### src/sv/hsl_pkg.sv
// Shared types and constants for the HSL to RGB converter.
// No dependencies; imported by hsl_chan and hsl_to_rgb_converter.
`default_nettype none

package hsl_pkg;

  // Channel segment of the piecewise hue rule
  localparam logic [1:0] CH_RAMP = 2'd0;  // linear ramp between p and q
  localparam logic [1:0] CH_HIGH = 2'd1;  // flat at q
  localparam logic [1:0] CH_LOW  = 2'd2;  // flat at p

  // Register load enables for the two stages inside a channel lane
  typedef struct packed {
    logic ld_a;  // segment decode stage
    logic ld_b;  // ramp multiply stage
  } hsl_ld_t;

  // Lightness corrector factor in twentieths, by rounded sextant of hue
  function automatic logic [4:0] corr_k(input logic [2:0] idx);
    logic [4:0] k;
    case (idx)
      3'd0:    k = 5'd19;
      3'd1:    k = 5'd20;
      3'd2:    k = 5'd20;
      3'd3:    k = 5'd20;
      3'd4:    k = 5'd14;
      3'd5:    k = 5'd16;
      3'd6:    k = 5'd16;
      default: k = 5'd20;
    endcase
    return k;
  endfunction

endpackage

`default_nettype wire

### src/sv/hsl_chan.sv
// One color channel lane: hue segment decode, ramp multiply, byte scaling.
// Depends on hsl_pkg (segment codes, load-enable struct).
`default_nettype none

module hsl_chan
  import hsl_pkg::*;
#(
  parameter int FRAC_BITS = 16
) (
  input  wire                    clk,
  input  hsl_ld_t                ld,
  input  wire  [FRAC_BITS+2:0]   pos,    // wrapped hue position, 0 .. 6*ONE
  input  wire  [FRAC_BITS:0]     p_val,
  input  wire  [FRAC_BITS:0]     q_val,
  output logic [7:0]             chan_byte
);

  localparam int F = FRAC_BITS;
  localparam logic [F+2:0] ONE3  = (F+3)'(1) << F;
  localparam logic [F+2:0] THREE = ONE3 + (ONE3 << 1);
  localparam logic [F+2:0] FOUR  = ONE3 << 2;
  localparam logic [F:0]   ONE   = (F+1)'(1) << F;

  logic [1:0]   mode_nxt;
  logic [F:0]   frac_nxt;
  logic [F+2:0] down_pos;

  logic [1:0]   a_mode_r;
  logic [F:0]   a_frac_r;
  logic [F:0]   a_diff_r;
  logic [F:0]   a_p_r;
  logic [F:0]   a_q_r;

  logic [1:0]     b_mode_r;
  logic [2*F+1:0] b_prod_r;
  logic [F:0]     b_p_r;
  logic [F:0]     b_q_r;

  logic [F+2:0] v_sum;
  logic [F:0]   v_clip;
  logic [F+8:0] v_scaled;

  // Segment decode of the wrapped position
  always_comb begin
    down_pos = FOUR - pos;
    if (pos < ONE3) begin
      mode_nxt = CH_RAMP;
      frac_nxt = pos[F:0];
    end else if (pos < THREE) begin
      mode_nxt = CH_HIGH;
      frac_nxt = '0;
    end else if (pos < FOUR) begin
      mode_nxt = CH_RAMP;
      frac_nxt = down_pos[F:0];
    end else begin
      mode_nxt = CH_LOW;
      frac_nxt = '0;
    end
  end

  always_ff @(posedge clk) begin
    if (ld.ld_a) begin
      a_mode_r <= mode_nxt;
      a_frac_r <= frac_nxt;
      a_diff_r <= q_val - p_val;  // q never below p
      a_p_r    <= p_val;
      a_q_r    <= q_val;
    end
  end

  // Ramp multiply
  always_ff @(posedge clk) begin
    if (ld.ld_b) begin
      b_mode_r <= a_mode_r;
      b_prod_r <= a_diff_r * a_frac_r;
      b_p_r    <= a_p_r;
      b_q_r    <= a_q_r;
    end
  end

  // Channel value, clip to one, scale by 255 and truncate
  always_comb begin
    v_sum = {2'b00, b_p_r} + {1'b0, b_prod_r[2*F+1:F]};
    case (b_mode_r)
      CH_RAMP: v_clip = (v_sum > {2'b00, ONE}) ? ONE : v_sum[F:0];
      CH_HIGH: v_clip = b_q_r;
      CH_LOW:  v_clip = b_p_r;
      default: v_clip = b_p_r;
    endcase
    v_scaled  = ({8'd0, v_clip} << 8) - {8'd0, v_clip};
    chan_byte = v_scaled[F+7:F];
  end

endmodule

`default_nettype wire

### src/sv/hsl_to_rgb_converter.sv
// HSL to RGB converter: top level, nine-stage pipeline.
// Depends on hsl_pkg and hsl_chan.
//
// Usage:
//   Input channel in_valid/in_stall carries in_action, in_hue and
//   in_lightness (unsigned Q1.FRAC_BITS, values above one clamp to one).
//   Result channel out_valid/out_stall carries out_rgb_color, packed
//   red 23..16, green 15..8, blue 7..0. A transaction completes on a
//   clock edge with valid high and stall low.
//   cfg_wr_en/cfg_wr_data write the saturation register (Q1.FRAC_BITS);
//   write it only while no transaction is in flight.
// Throughput: one transaction per cycle, sustained while out_stall stays low.
// Depth: set by the lightness corrector (product, reciprocal multiply,
//   fix-up), the l*s multiply and the per-channel ramp multiply, one
//   per stage.
// Stall: each stage holds while the one after it is full and stalled;
//   empty stages keep filling, so in_stall rises only once every stage
//   holds a transaction. Nothing is dropped or repeated.
// Reset: synchronous active-low rst_n empties the pipeline and sets the
//   saturation to one half.
`default_nettype none

module hsl_to_rgb_converter
  import hsl_pkg::*;
#(
  parameter int FRAC_BITS = 16
) (
  input  wire                   clk,
  input  wire                   rst_n,
  input  wire                   in_valid,
  output logic                  in_stall,
  input  wire                   in_action,
  input  wire  [FRAC_BITS:0]    in_hue,
  input  wire  [FRAC_BITS:0]    in_lightness,
  output logic                  out_valid,
  input  wire                   out_stall,
  output logic [23:0]           out_rgb_color,
  input  wire                   cfg_wr_en,
  input  wire  [FRAC_BITS:0]    cfg_wr_data
);

  localparam int F  = FRAC_BITS;
  localparam int NS = 9;
  localparam logic [F:0]   ONE   = (F+1)'(1) << F;
  localparam logic [F:0]   HALF  = (F+1)'(1) << (F-1);
  localparam logic [F+2:0] ONE3  = (F+3)'(1) << F;
  localparam logic [F+2:0] HALF3 = (F+3)'(1) << (F-1);
  localparam int unsigned  RECIP_I = (32'd1 << (F+5)) / 32'd5;
  localparam logic [F+2:0] RECIP = RECIP_I[F+2:0];

  // Stage valid and load control
  logic [NS:1] valid_r;
  logic [NS:1] ld;
  logic [NS:1] valid_in;

  assign valid_in = {valid_r[NS-1:1], in_valid};

  always_comb begin
    ld[NS] = !valid_r[NS] || !out_stall;
    for (int k = NS-1; k >= 1; k--) begin
      ld[k] = !valid_r[k] || ld[k+1];
    end
  end

  assign in_stall  = !ld[1];
  assign out_valid = valid_r[NS];

  always_ff @(posedge clk) begin
    if (!rst_n) begin
      valid_r <= '0;
    end else begin
      for (int k = 1; k <= NS; k++) begin
        if (ld[k]) valid_r[k] <= valid_in[k];
      end
    end
  end

  // Saturation register, clamped to one when written
  logic [F:0] sat_r;

  always_ff @(posedge clk) begin
    if (!rst_n) begin
      sat_r <= HALF;
    end else if (cfg_wr_en) begin
      sat_r <= (cfg_wr_data > ONE) ? ONE : cfg_wr_data;
    end
  end

  // Stage 1: clamp, hue times six, corrector lookup
  logic [F:0]   h_cl;
  logic [F:0]   l_cl;
  logic [F+2:0] h6_nxt;
  logic [F+2:0] idx_sum;
  logic [2:0]   idx;

  logic         s1_corr_r;
  logic [F+2:0] s1_h6_r;
  logic [F:0]   s1_l_r;
  logic [4:0]   s1_k_r;
  logic [F:0]   s1_d_r;

  always_comb begin
    h_cl    = (in_hue > ONE) ? ONE : in_hue;
    l_cl    = (in_lightness > ONE) ? ONE : in_lightness;
    h6_nxt  = ({2'b00, h_cl} << 2) + ({2'b00, h_cl} << 1);
    idx_sum = h6_nxt + HALF3;
    idx     = (idx_sum[F+2:F] > 3'd6) ? 3'd6 : idx_sum[F+2:F];
  end

  always_ff @(posedge clk) begin
    if (ld[1]) begin
      s1_corr_r <= in_action;
      s1_h6_r   <= h6_nxt;
      s1_l_r    <= l_cl;
      s1_k_r    <= corr_k(idx);
      s1_d_r    <= ONE - l_cl;
    end
  end

  // Stage 2: corrector product k*(1-l)
  logic [F+5:0] kd_full;
  logic         s2_corr_r;
  logic [F+2:0] s2_h6_r;
  logic [F:0]   s2_l_r;
  logic [F+4:0] s2_kd_r;

  assign kd_full = s1_k_r * s1_d_r;

  always_ff @(posedge clk) begin
    if (ld[2]) begin
      s2_corr_r <= s1_corr_r;
      s2_h6_r   <= s1_h6_r;
      s2_l_r    <= s1_l_r;
      s2_kd_r   <= kd_full[F+4:0];
    end
  end

  // Stage 3: divide by 20 as (x/4)/5, reciprocal estimate
  logic [F+2:0]   y_nxt;
  logic [2*F+5:0] recip_prod;
  logic           s3_corr_r;
  logic [F+2:0]   s3_h6_r;
  logic [F:0]     s3_l_r;
  logic [F+2:0]   s3_y_r;
  logic [F:0]     s3_qt_r;

  assign y_nxt      = s2_kd_r[F+4:2];
  assign recip_prod = y_nxt * RECIP;

  always_ff @(posedge clk) begin
    if (ld[3]) begin
      s3_corr_r <= s2_corr_r;
      s3_h6_r   <= s2_h6_r;
      s3_l_r    <= s2_l_r;
      s3_y_r    <= y_nxt;
      s3_qt_r   <= recip_prod[2*F+5:F+5];
    end
  end

  // Stage 4: quotient fix-up (estimate is low by at most one), corrected l
  logic [F+2:0] five_q;
  logic [F+2:0] rem;
  logic [F:0]   quo;
  logic [F:0]   l4_nxt;
  logic [F+2:0] s4_h6_r;
  logic [F:0]   s4_l_r;

  always_comb begin
    five_q = ({2'b00, s3_qt_r} << 2) + {2'b00, s3_qt_r};
    rem    = s3_y_r - five_q;
    quo    = s3_qt_r + ((rem >= (F+3)'(5)) ? (F+1)'(1) : (F+1)'(0));
    l4_nxt = s3_corr_r ? (ONE - quo) : s3_l_r;
  end

  always_ff @(posedge clk) begin
    if (ld[4]) begin
      s4_h6_r <= s3_h6_r;
      s4_l_r  <= l4_nxt;
    end
  end

  // Stage 5: l*s
  logic [F+2:0]   s5_h6_r;
  logic [F:0]     s5_l_r;
  logic [2*F+1:0] s5_ls_r;

  always_ff @(posedge clk) begin
    if (ld[5]) begin
      s5_h6_r <= s4_h6_r;
      s5_l_r  <= s4_l_r;
      s5_ls_r <= s4_l_r * sat_r;
    end
  end

  // Stage 6: q, p, grey case, wrapped channel positions
  logic [F:0]   ls_sh;
  logic [F+1:0] q_wide;
  logic [F:0]   q_nxt;
  logic [F+1:0] two_l;
  logic [F+1:0] p_diff;
  logic [F:0]   p_nxt;
  logic [F+8:0] grey_scaled;
  logic [F+2:0] pos_r_nxt;
  logic [F+2:0] pos_b_nxt;

  logic         s6_grey_r;
  logic [7:0]   s6_gbyte_r;
  logic [F:0]   s6_q_r;
  logic [F:0]   s6_p_r;
  logic [F+2:0] s6_pos_r_r;
  logic [F+2:0] s6_pos_g_r;
  logic [F+2:0] s6_pos_b_r;

  always_comb begin
    ls_sh = s5_ls_r[2*F:F];
    if (s5_l_r < HALF) begin
      q_wide = {1'b0, s5_l_r} + {1'b0, ls_sh};
    end else begin
      q_wide = {1'b0, s5_l_r} + {1'b0, sat_r} - {1'b0, ls_sh};
    end
    q_nxt       = q_wide[F:0];
    two_l       = {s5_l_r, 1'b0};
    p_diff      = two_l - {1'b0, q_nxt};
    p_nxt       = (two_l < {1'b0, q_nxt}) ? '0 : p_diff[F:0];
    grey_scaled = ({8'd0, s5_l_r} << 8) - {8'd0, s5_l_r};
    pos_r_nxt   = (s5_h6_r > (ONE3 << 2)) ? (s5_h6_r - (ONE3 << 2))
                                          : (s5_h6_r + (ONE3 << 1));
    pos_b_nxt   = (s5_h6_r < (ONE3 << 1)) ? (s5_h6_r + (ONE3 << 2))
                                          : (s5_h6_r - (ONE3 << 1));
  end

  always_ff @(posedge clk) begin
    if (ld[6]) begin
      s6_grey_r  <= (sat_r == '0) || (q_nxt == '0);
      s6_gbyte_r <= grey_scaled[F+7:F];
      s6_q_r     <= q_nxt;
      s6_p_r     <= p_nxt;
      s6_pos_r_r <= pos_r_nxt;
      s6_pos_g_r <= s5_h6_r;
      s6_pos_b_r <= pos_b_nxt;
    end
  end

  // Stages 7 and 8: channel lanes; grey flag rides alongside
  hsl_ld_t    lane_ld;
  logic [7:0] red_byte;
  logic [7:0] green_byte;
  logic [7:0] blue_byte;

  logic       s7_grey_r;
  logic [7:0] s7_gbyte_r;
  logic       s8_grey_r;
  logic [7:0] s8_gbyte_r;

  assign lane_ld.ld_a = ld[7];
  assign lane_ld.ld_b = ld[8];

  hsl_chan #(.FRAC_BITS(FRAC_BITS)) u_chan_red (
    .clk       (clk),
    .ld        (lane_ld),
    .pos       (s6_pos_r_r),
    .p_val     (s6_p_r),
    .q_val     (s6_q_r),
    .chan_byte (red_byte)
  );

  hsl_chan #(.FRAC_BITS(FRAC_BITS)) u_chan_green (
    .clk       (clk),
    .ld        (lane_ld),
    .pos       (s6_pos_g_r),
    .p_val     (s6_p_r),
    .q_val     (s6_q_r),
    .chan_byte (green_byte)
  );

  hsl_chan #(.FRAC_BITS(FRAC_BITS)) u_chan_blue (
    .clk       (clk),
    .ld        (lane_ld),
    .pos       (s6_pos_b_r),
    .p_val     (s6_p_r),
    .q_val     (s6_q_r),
    .chan_byte (blue_byte)
  );

  always_ff @(posedge clk) begin
    if (ld[7]) begin
      s7_grey_r  <= s6_grey_r;
      s7_gbyte_r <= s6_gbyte_r;
    end
    if (ld[8]) begin
      s8_grey_r  <= s7_grey_r;
      s8_gbyte_r <= s7_gbyte_r;
    end
  end

  // Stage 9: output register
  logic [23:0] rgb_nxt;
  logic [23:0] out_rgb_color_r;

  assign rgb_nxt = s8_grey_r ? {s8_gbyte_r, s8_gbyte_r, s8_gbyte_r}
                             : {red_byte, green_byte, blue_byte};

  always_ff @(posedge clk) begin
    if (ld[9]) begin
      out_rgb_color_r <= rgb_nxt;
    end
  end

  assign out_rgb_color = out_rgb_color_r;

endmodule

`default_nettype wire

### config.mk
export PLATFORM = sky130hd
export DESIGN_NAME = hsl_to_rgb_converter
export DESIGN_NICKNAME = d
export VERILOG_FILES = /design/src/sv/hsl_pkg.sv /design/src/sv/hsl_chan.sv /design/src/sv/hsl_to_rgb_converter.sv
export SDC_FILE = /design/constraint.sdc
export NUM_CORES = 2
export LEC_CHECK = 0
export BUFFER_PORTS_ARGS = -buffer_cell sky130_fd_sc_hd__buf_2
export CELL_PAD_IN_SITES_DETAIL_PLACEMENT = 1
export CELL_PAD_IN_SITES_GLOBAL_PLACEMENT = 2
export CORE_ASPECT_RATIO = 1.2
export CORE_MARGIN = 5
export CORE_UTILIZATION = 45
export CTS_BUF_LIST = sky130_fd_sc_hd__clkbuf_8
export CTS_CLUSTER_DIAMETER = 80
export DETAILED_ROUTE_END_ITERATION = 12
export PLACE_DENSITY_LB_ADDON = 0.1
export SKIP_LAST_GASP = 1
export SLEW_MARGIN = 15
export SYNTH_ARGS = -nofsm -noshare
export SYNTH_HDL_FRONTEND = slang
export SYNTH_HIERARCHICAL = 1
export SYNTH_SLANG_ARGS = --single-unit
### constraint.sdc
create_clock -name clk -period 8.8 [get_ports clk]
set_clock_uncertainty 0.1 [all_clocks]
set_input_delay 1.76 -clock clk [delete_from_list [all_inputs] [get_ports clk]]
set_output_delay 1.76 -clock clk [all_outputs]
set_load 0.05 [all_outputs]
Yosys cells after proc, flatten, opt, wreduce, memory -nomap -nowiden --
Cells that the tools add are included.
Word-level totals: register bits 713, bits in latches 0, bits in writable memories 0, memory bits (read-only) 0, input bits 57, output and inout bits 26, word-level logic and storage cells 183, memories kept 0
Cells by class: $add $sub $neg 26, $mul 6, div/mod/pow operators 0, magnitude comparators 21, eq/ne operators 6, shift-type cells 0, mux-type cells 32, bitwise gates (word level) 0, reductions and logical operators 31
Operators with widths (number):
- $mux W17 | 17
- $mul A17 B17 Y34 | 3
- $pmux W17 S2 | 3
- $sub A24 B17 Y24 | 4
- $lt A19 B18 Y1 const B | 4
- $add A17 B18 Y19 | 3
- $gt A19 B17 Y1 const B | 3
- $lt A19 B17 Y1 const B | 3
- $lt A19 B19 Y1 const B | 3
- $gt A17 B17 Y1 const B | 3
- $sub A1 B17 Y17 const A | 3
- $sub A17 B17 Y17 | 3
- $mux W19 | 2
- $mul A19 B18 Y37 const B | 1
- $add A17 B17 Y17 | 2
- $logic_not A17 Y1 | 2
- $sub A17 B17 Y17 const A | 2
- $mul A17 B17 Y33 | 1
- $mux W24 | 1
- $mul A5 B17 Y21 | 1
- $add A19 B16 Y19 const B | 1
- $add A19 B17 Y19 | 1
- $add A19 B18 Y19 | 1
- $add A19 B18 Y19 const B | 1
- other kinds (21) | 54

Longest topological paths before layout --
depth in word-level cells 11, mapped depth 27, gate-level depth less buffers 26

Modules after synthesis --
The synthesis kept the hierarchy.
By module, submodules not included:
- hsl_to_rgb_converter | instances 1, cells each 3452, area each 36657.7 um^2, sequential area each 11871.4 um^2
- hsl_chan at u_chan_blue ... | instances 2, cells each 1598, area each 15631.2 um^2, sequential area each 3723.6 um^2
- hsl_chan at u_chan_red | instances 1, cells each 1628, area each 15832.7 um^2, sequential area each 3723.6 um^2

Worst setup path before layout --
OpenSTA, ideal clock, no wires.
path type register to register, from register u_chan_blue.a_frac_r[10], to register u_chan_blue.b_prod_r[33], data pin, setup time 0.260 ns, arrival time 7.127 ns, required time 8.440 ns, slack 1.313 ns, cell stages (with the launch flop) 28, buffers on the path 2, clock period less this slack 7.487 ns, path through edfxtp_1 -> clkbuf_1 -> clkbuf_1 -> nand2_1 -> fa_1 -> inv_1 -> fa_1 -> inv_1 -> fa_1 -> inv_1 -> fa_1 -> fa_1 -> inv_1 -> fa_1 -> inv_1 -> ha_1 -> o21a_1 -> nor2_1 -> and4b_1 -> a211oi_1 -> nor2b_1 -> o41ai_1 -> a21oi_1 -> a32o_1 -> or4_1 -> a31o_2 -> a21oi_1 -> xnor2_1
Between the ends: word-level cells in the longest chain between the ends 1
Ends and longest elaborated chain:
- start, declared | RTL line hsl_chan.sv:29 | logic [F:0] a_frac_r;
- start signal, assigned | RTL line hsl_chan.sv:64 | a_frac_r <= frac_nxt;
- $mul A17 B17 Y34 | RTL line hsl_chan.sv:75 | b_prod_r <= a_diff_r * a_frac_r;
- end signal, assigned | RTL line hsl_chan.sv:75
- end, declared | RTL line hsl_chan.sv:35 | logic [2*F+1:0] b_prod_r;
Every way passes these cells. A chain may end at the register's enable or synchronous reset.

Worst setup path after layout --
from register u_chan_blue.a_diff_r[3], to register u_chan_blue.b_prod_r[33], data pin
Between the ends: word-level cells in the longest chain between the ends 1
Ends and longest elaborated chain:
- start, declared | RTL line hsl_chan.sv:30 | logic [F:0] a_diff_r;
- start signal, assigned | RTL line hsl_chan.sv:65 | a_diff_r <= q_val - p_val;
- $mul A17 B17 Y34 | RTL line hsl_chan.sv:75
Every way passes these cells.

==> results list <==
- The detailed router put a total of 102200 um of wire on met1.
- Post-synth EDFFs: 750
* Highest cell delay on the worst timing path: 690 ps
* Setup CP Type: flip-flop to flip-flop
- The mapped netlist covers 83750 um2.
- The floorplan has 173 rows.
* Routed length on met3: 8078 um
- Post-CTS Hold Fix Bufs: 0
- Classification of the worst-slack hold path: flip-flop to flip-flop
- The tool flagged a number of max-cap violations equal to 0.
* Number of DRC violations after detailed-routing iteration 0: 3164
* Async set-or-reset flop fraction in the synthesized netlist: 0%
- Seq. cell area: 23040 um2
- Buffers inserted during clock tree synthesis total 145.
* Library cell with the highest instance count after synthesis: sky130_fd_sc_hd__inv_1
- Once detail routing completed, the nets flagged for antenna violations numbered 0.
- Number of synthesis warnings: 6
- Compared with the post-synthesis result, the final layout area differs by 7.592%.
* Fillers: 20750
* Count of port buffers added during placement: 82
- In the synthesized netlist the dominant register cell turns out to be sky130_fd_sc_hd__edfxtp_1.
- CP Max Fanout: 17
- Vias per Instance: 5.338
* Final period utilization: 90.98%
- Final WL: 241100 um
- Synth area leader: sky130_fd_sc_hd__edfxtp_1
- Number of different library cells in the post-synthesis netlist: 113
* Portion of synthesized cell area occupied by the leading cell type: 26.89%
- For this run, the register share of the synthesized area comes to 27.51%.
* Hold Vio Cnt, Final: 0
* Transition time of the tightest slew-check pin: 1162 ps
- Top layer reached by signal wires: met5
* Residual DRC count: 0
- Maximum frequency from static timing analysis: 124.9 MHz
- After synthesis the netlist holds a flip-flop and latch count of 776.
* Standard cell with the maximum stage delay on the critical path: sky130_fd_sc_hd__edfxtp_1
* Number of sinks driven by the clock tree: 776
- Number of antenna violations at the first check in global routing: 16
* Die Ht: 482.6 um
- Signal arrival time at the worst endpoint: 8470 ps
- In this run the horizontal extent of the chip is 403.8 um.
* GRT Overall Usage: 25.11%
- In this design, the critical path's most frequently occurring cell is sky130_fd_sc_hd__fa_1.
- The via count of the first global-routing pass is 65120.
- TritonCTS built the clock tree.
* Met2 wire len: 123400 um
- Net count, final: 10370
- Insertion delay to the later sink of the worst-skew pair: 870 ps
* Largest net degree at the start of global routing: 77
- In the synthesized netlist, the number of instances is 8276.
- Counting along the longest clock path gives a buffer depth of 3.
- For this run the aggregate overflow at the end of global routing stands at 0.
- CTS built an H-tree with a depth of 4.
- After clock tree synthesis, the setup repair step added 0 buffers.
* Total I/O pin count: 83
* Root buffer selected by CTS: sky130_fd_sc_hd__clkbuf_8
- Of the cells placed in the final design, the portion with a size suffix greater than 1 is 5.943%.
* Clock input transition at the sequential cells of the worst setup and hold paths: 60 ps
- First-pass GRT wire length: 378900 um
- STA classifies the critical path startpoint as a flip-flop.
* Routability cong.: 0.8804
* Syn avg cell area: 10.12 um2
- After layout, the minimum clock period comes to 8006 ps.
* Footprint of the multi-input gates: 53610 um2
- Die footprint: 194900 um2
- Setup TNS Final: 0 ps
* Final setup violation count: 0
- Rel. slew slack: 22.54%
- Core outline area: 185300 um2
- Initial standard-cell utilization of the core: 45.20%
- In the final routed layout, each cell accounts on average for 22.01 um.
- The final count of pins violating max slew was 0.
- The run finished with clean final reports.
* Total via count after detailed routing: 58480
- STA puts the critical path data required time at 9260 ps.
- Critical path capture point type: flip-flop
* Unrepaired setup endpoints after global routing: no
- The commonest cells after synthesis are sky130_fd_sc_hd__inv_1, sky130_fd_sc_hd__fa_1, sky130_fd_sc_hd__nand2_1, sky130_fd_sc_hd__ha_1, sky130_fd_sc_hd__edfxtp_1.
* Number of gates given a new drive strength after cts: 0
- Before antenna repair, the detailed router went through 5 iterations.
* Dominant cells by area after synthesis: sky130_fd_sc_hd__edfxtp_1, sky130_fd_sc_hd__fa_1, sky130_fd_sc_hd__ha_1
- Detailed placement finished with a half-perimeter wire length of 195200 um.
state kept, by name, summed over array words and instances, names as in the netlist, 18 cells and up:
name and cells:
s2_h6_r 18, s5_h6_r 18, u_chan_green/b_prod_r 18, s3_y_r 19, out_rgb_color 24, s2_kd_r 19
u_chan_red/b_prod_r 18, s4_h6_r 18, s3_h6_r 18, s6_pos_r_r 18, s1_h6_r 18, u_chan_blue/b_prod_r 18
logic make-up after synthesis:
group           Yosys count  synth area share, %
flops                   776                27.51
mux                      28               0.3705
fa+ha+maj              1931                38.61
xor+xnor                276                2.886
buf+inv                1900                8.551
simple gates           2267                13.30
compound gates         1097                8.762
other cells               1             0.004477
per-layer routing:
layer / track usage [%] / vias to the layer above
met4: 7.513 / 4
met2: 45.37 / 1039
met5: 0 / -
met1: 32.03 / 30080
li1: - / 27040
met3: 2.448 / 321
area by class of cell:
class | count | area share, %
diodes | 8 | 0.02222
clock buffers | 153 | 2.337
clock inverters | 112 | 0.9192
inverters | 1654 | 6.895
multi-input cells | 5611 | 59.49
flip-flops and latches | 776 | 25.57
well taps | 2450 | 3.402
repair buffers | 191 | 1.364
critical path: cells and delay by family (launching register included):
| kind | cells | cell delay, ps |
|---|---|---|
| buffers and inverters | 6 | 630 |
| XOR/XNOR | 1 | 90 |
| AND/OR/NAND/NOR | 5 | 1160 |
| flip-flops | 1 | 690 |
| AO/OA/AOI/OAI | 7 | 1460 |
| adder cells (fa/ha/maj) | 7 | 3590 |
path summary, 6_finish.rpt:
| path | from | end | slack, ps | depth (start not counted) |
|---|---|---|---|---|
| setup / recovery | u_chan_blue/a_diff_r[3] | u_chan_blue/b_prod_r[33] | 790 | 26 |
| hold reg to reg | u_chan_green/a_p_r[1] | u_chan_green/b_p_r[1] | 280 | 0 |
| setup reg to reg | u_chan_blue/a_diff_r[3] | u_chan_blue/b_prod_r[33] | 790 | 26 |
| hold / removal | u_chan_green/a_p_r[1] | u_chan_green/b_p_r[1] | 280 | 0 |
stage by stage:
step	setup WS, ps	cells	cell area, um2	util (%)	hold slack (ps)
after floorplan	1313	8287	83790	-	300.3
after global placement	1003	10680	87160	47.04	300.5
after detailed placement	815.9	10680	87160	47.04	305.6
after CTS	785.9	10950	90090	48.62	261.9
after global routing	406.9	10950	90090	48.62	278.2
final	794.1	10960	90110	48.63	275.7
layout by cell type (no fill, tap or decap), types with 31 or more instances in the layout:
cell,n
sky130_fd_sc_hd__nor3_1,90
sky130_fd_sc_hd__nand2_1,982
sky130_fd_sc_hd__o21ai_0,311
sky130_fd_sc_hd__a21o_1,91
sky130_fd_sc_hd__nor2b_1,87
sky130_fd_sc_hd__xnor2_1,195
sky130_fd_sc_hd__ha_1,839
sky130_fd_sc_hd__xor2_1,81
sky130_fd_sc_hd__o211ai_1,36
sky130_fd_sc_hd__or3_1,37
sky130_fd_sc_hd__inv_1,1679
sky130_fd_sc_hd__nand3_1,68
sky130_fd_sc_hd__a21oi_1,248
sky130_fd_sc_hd__clkbuf_8,153
sky130_fd_sc_hd__nor2_1,248
sky130_fd_sc_hd__and2_1,504
sky130_fd_sc_hd__edfxtp_1,750
sky130_fd_sc_hd__a211oi_1,44
sky130_fd_sc_hd__fa_1,1090
sky130_fd_sc_hd__and3_1,51
sky130_fd_sc_hd__o21a_1,49
sky130_fd_sc_hd__nor4_1,44
sky130_fd_sc_hd__buf_4,109
sky130_fd_sc_hd__a31oi_1,31
sky130_fd_sc_hd__o31ai_1,31
sky130_fd_sc_hd__buf_2,82
Power is not shown: default switching activity piles up to over one toggle a cycle in this logic, so the estimate is an artifact.
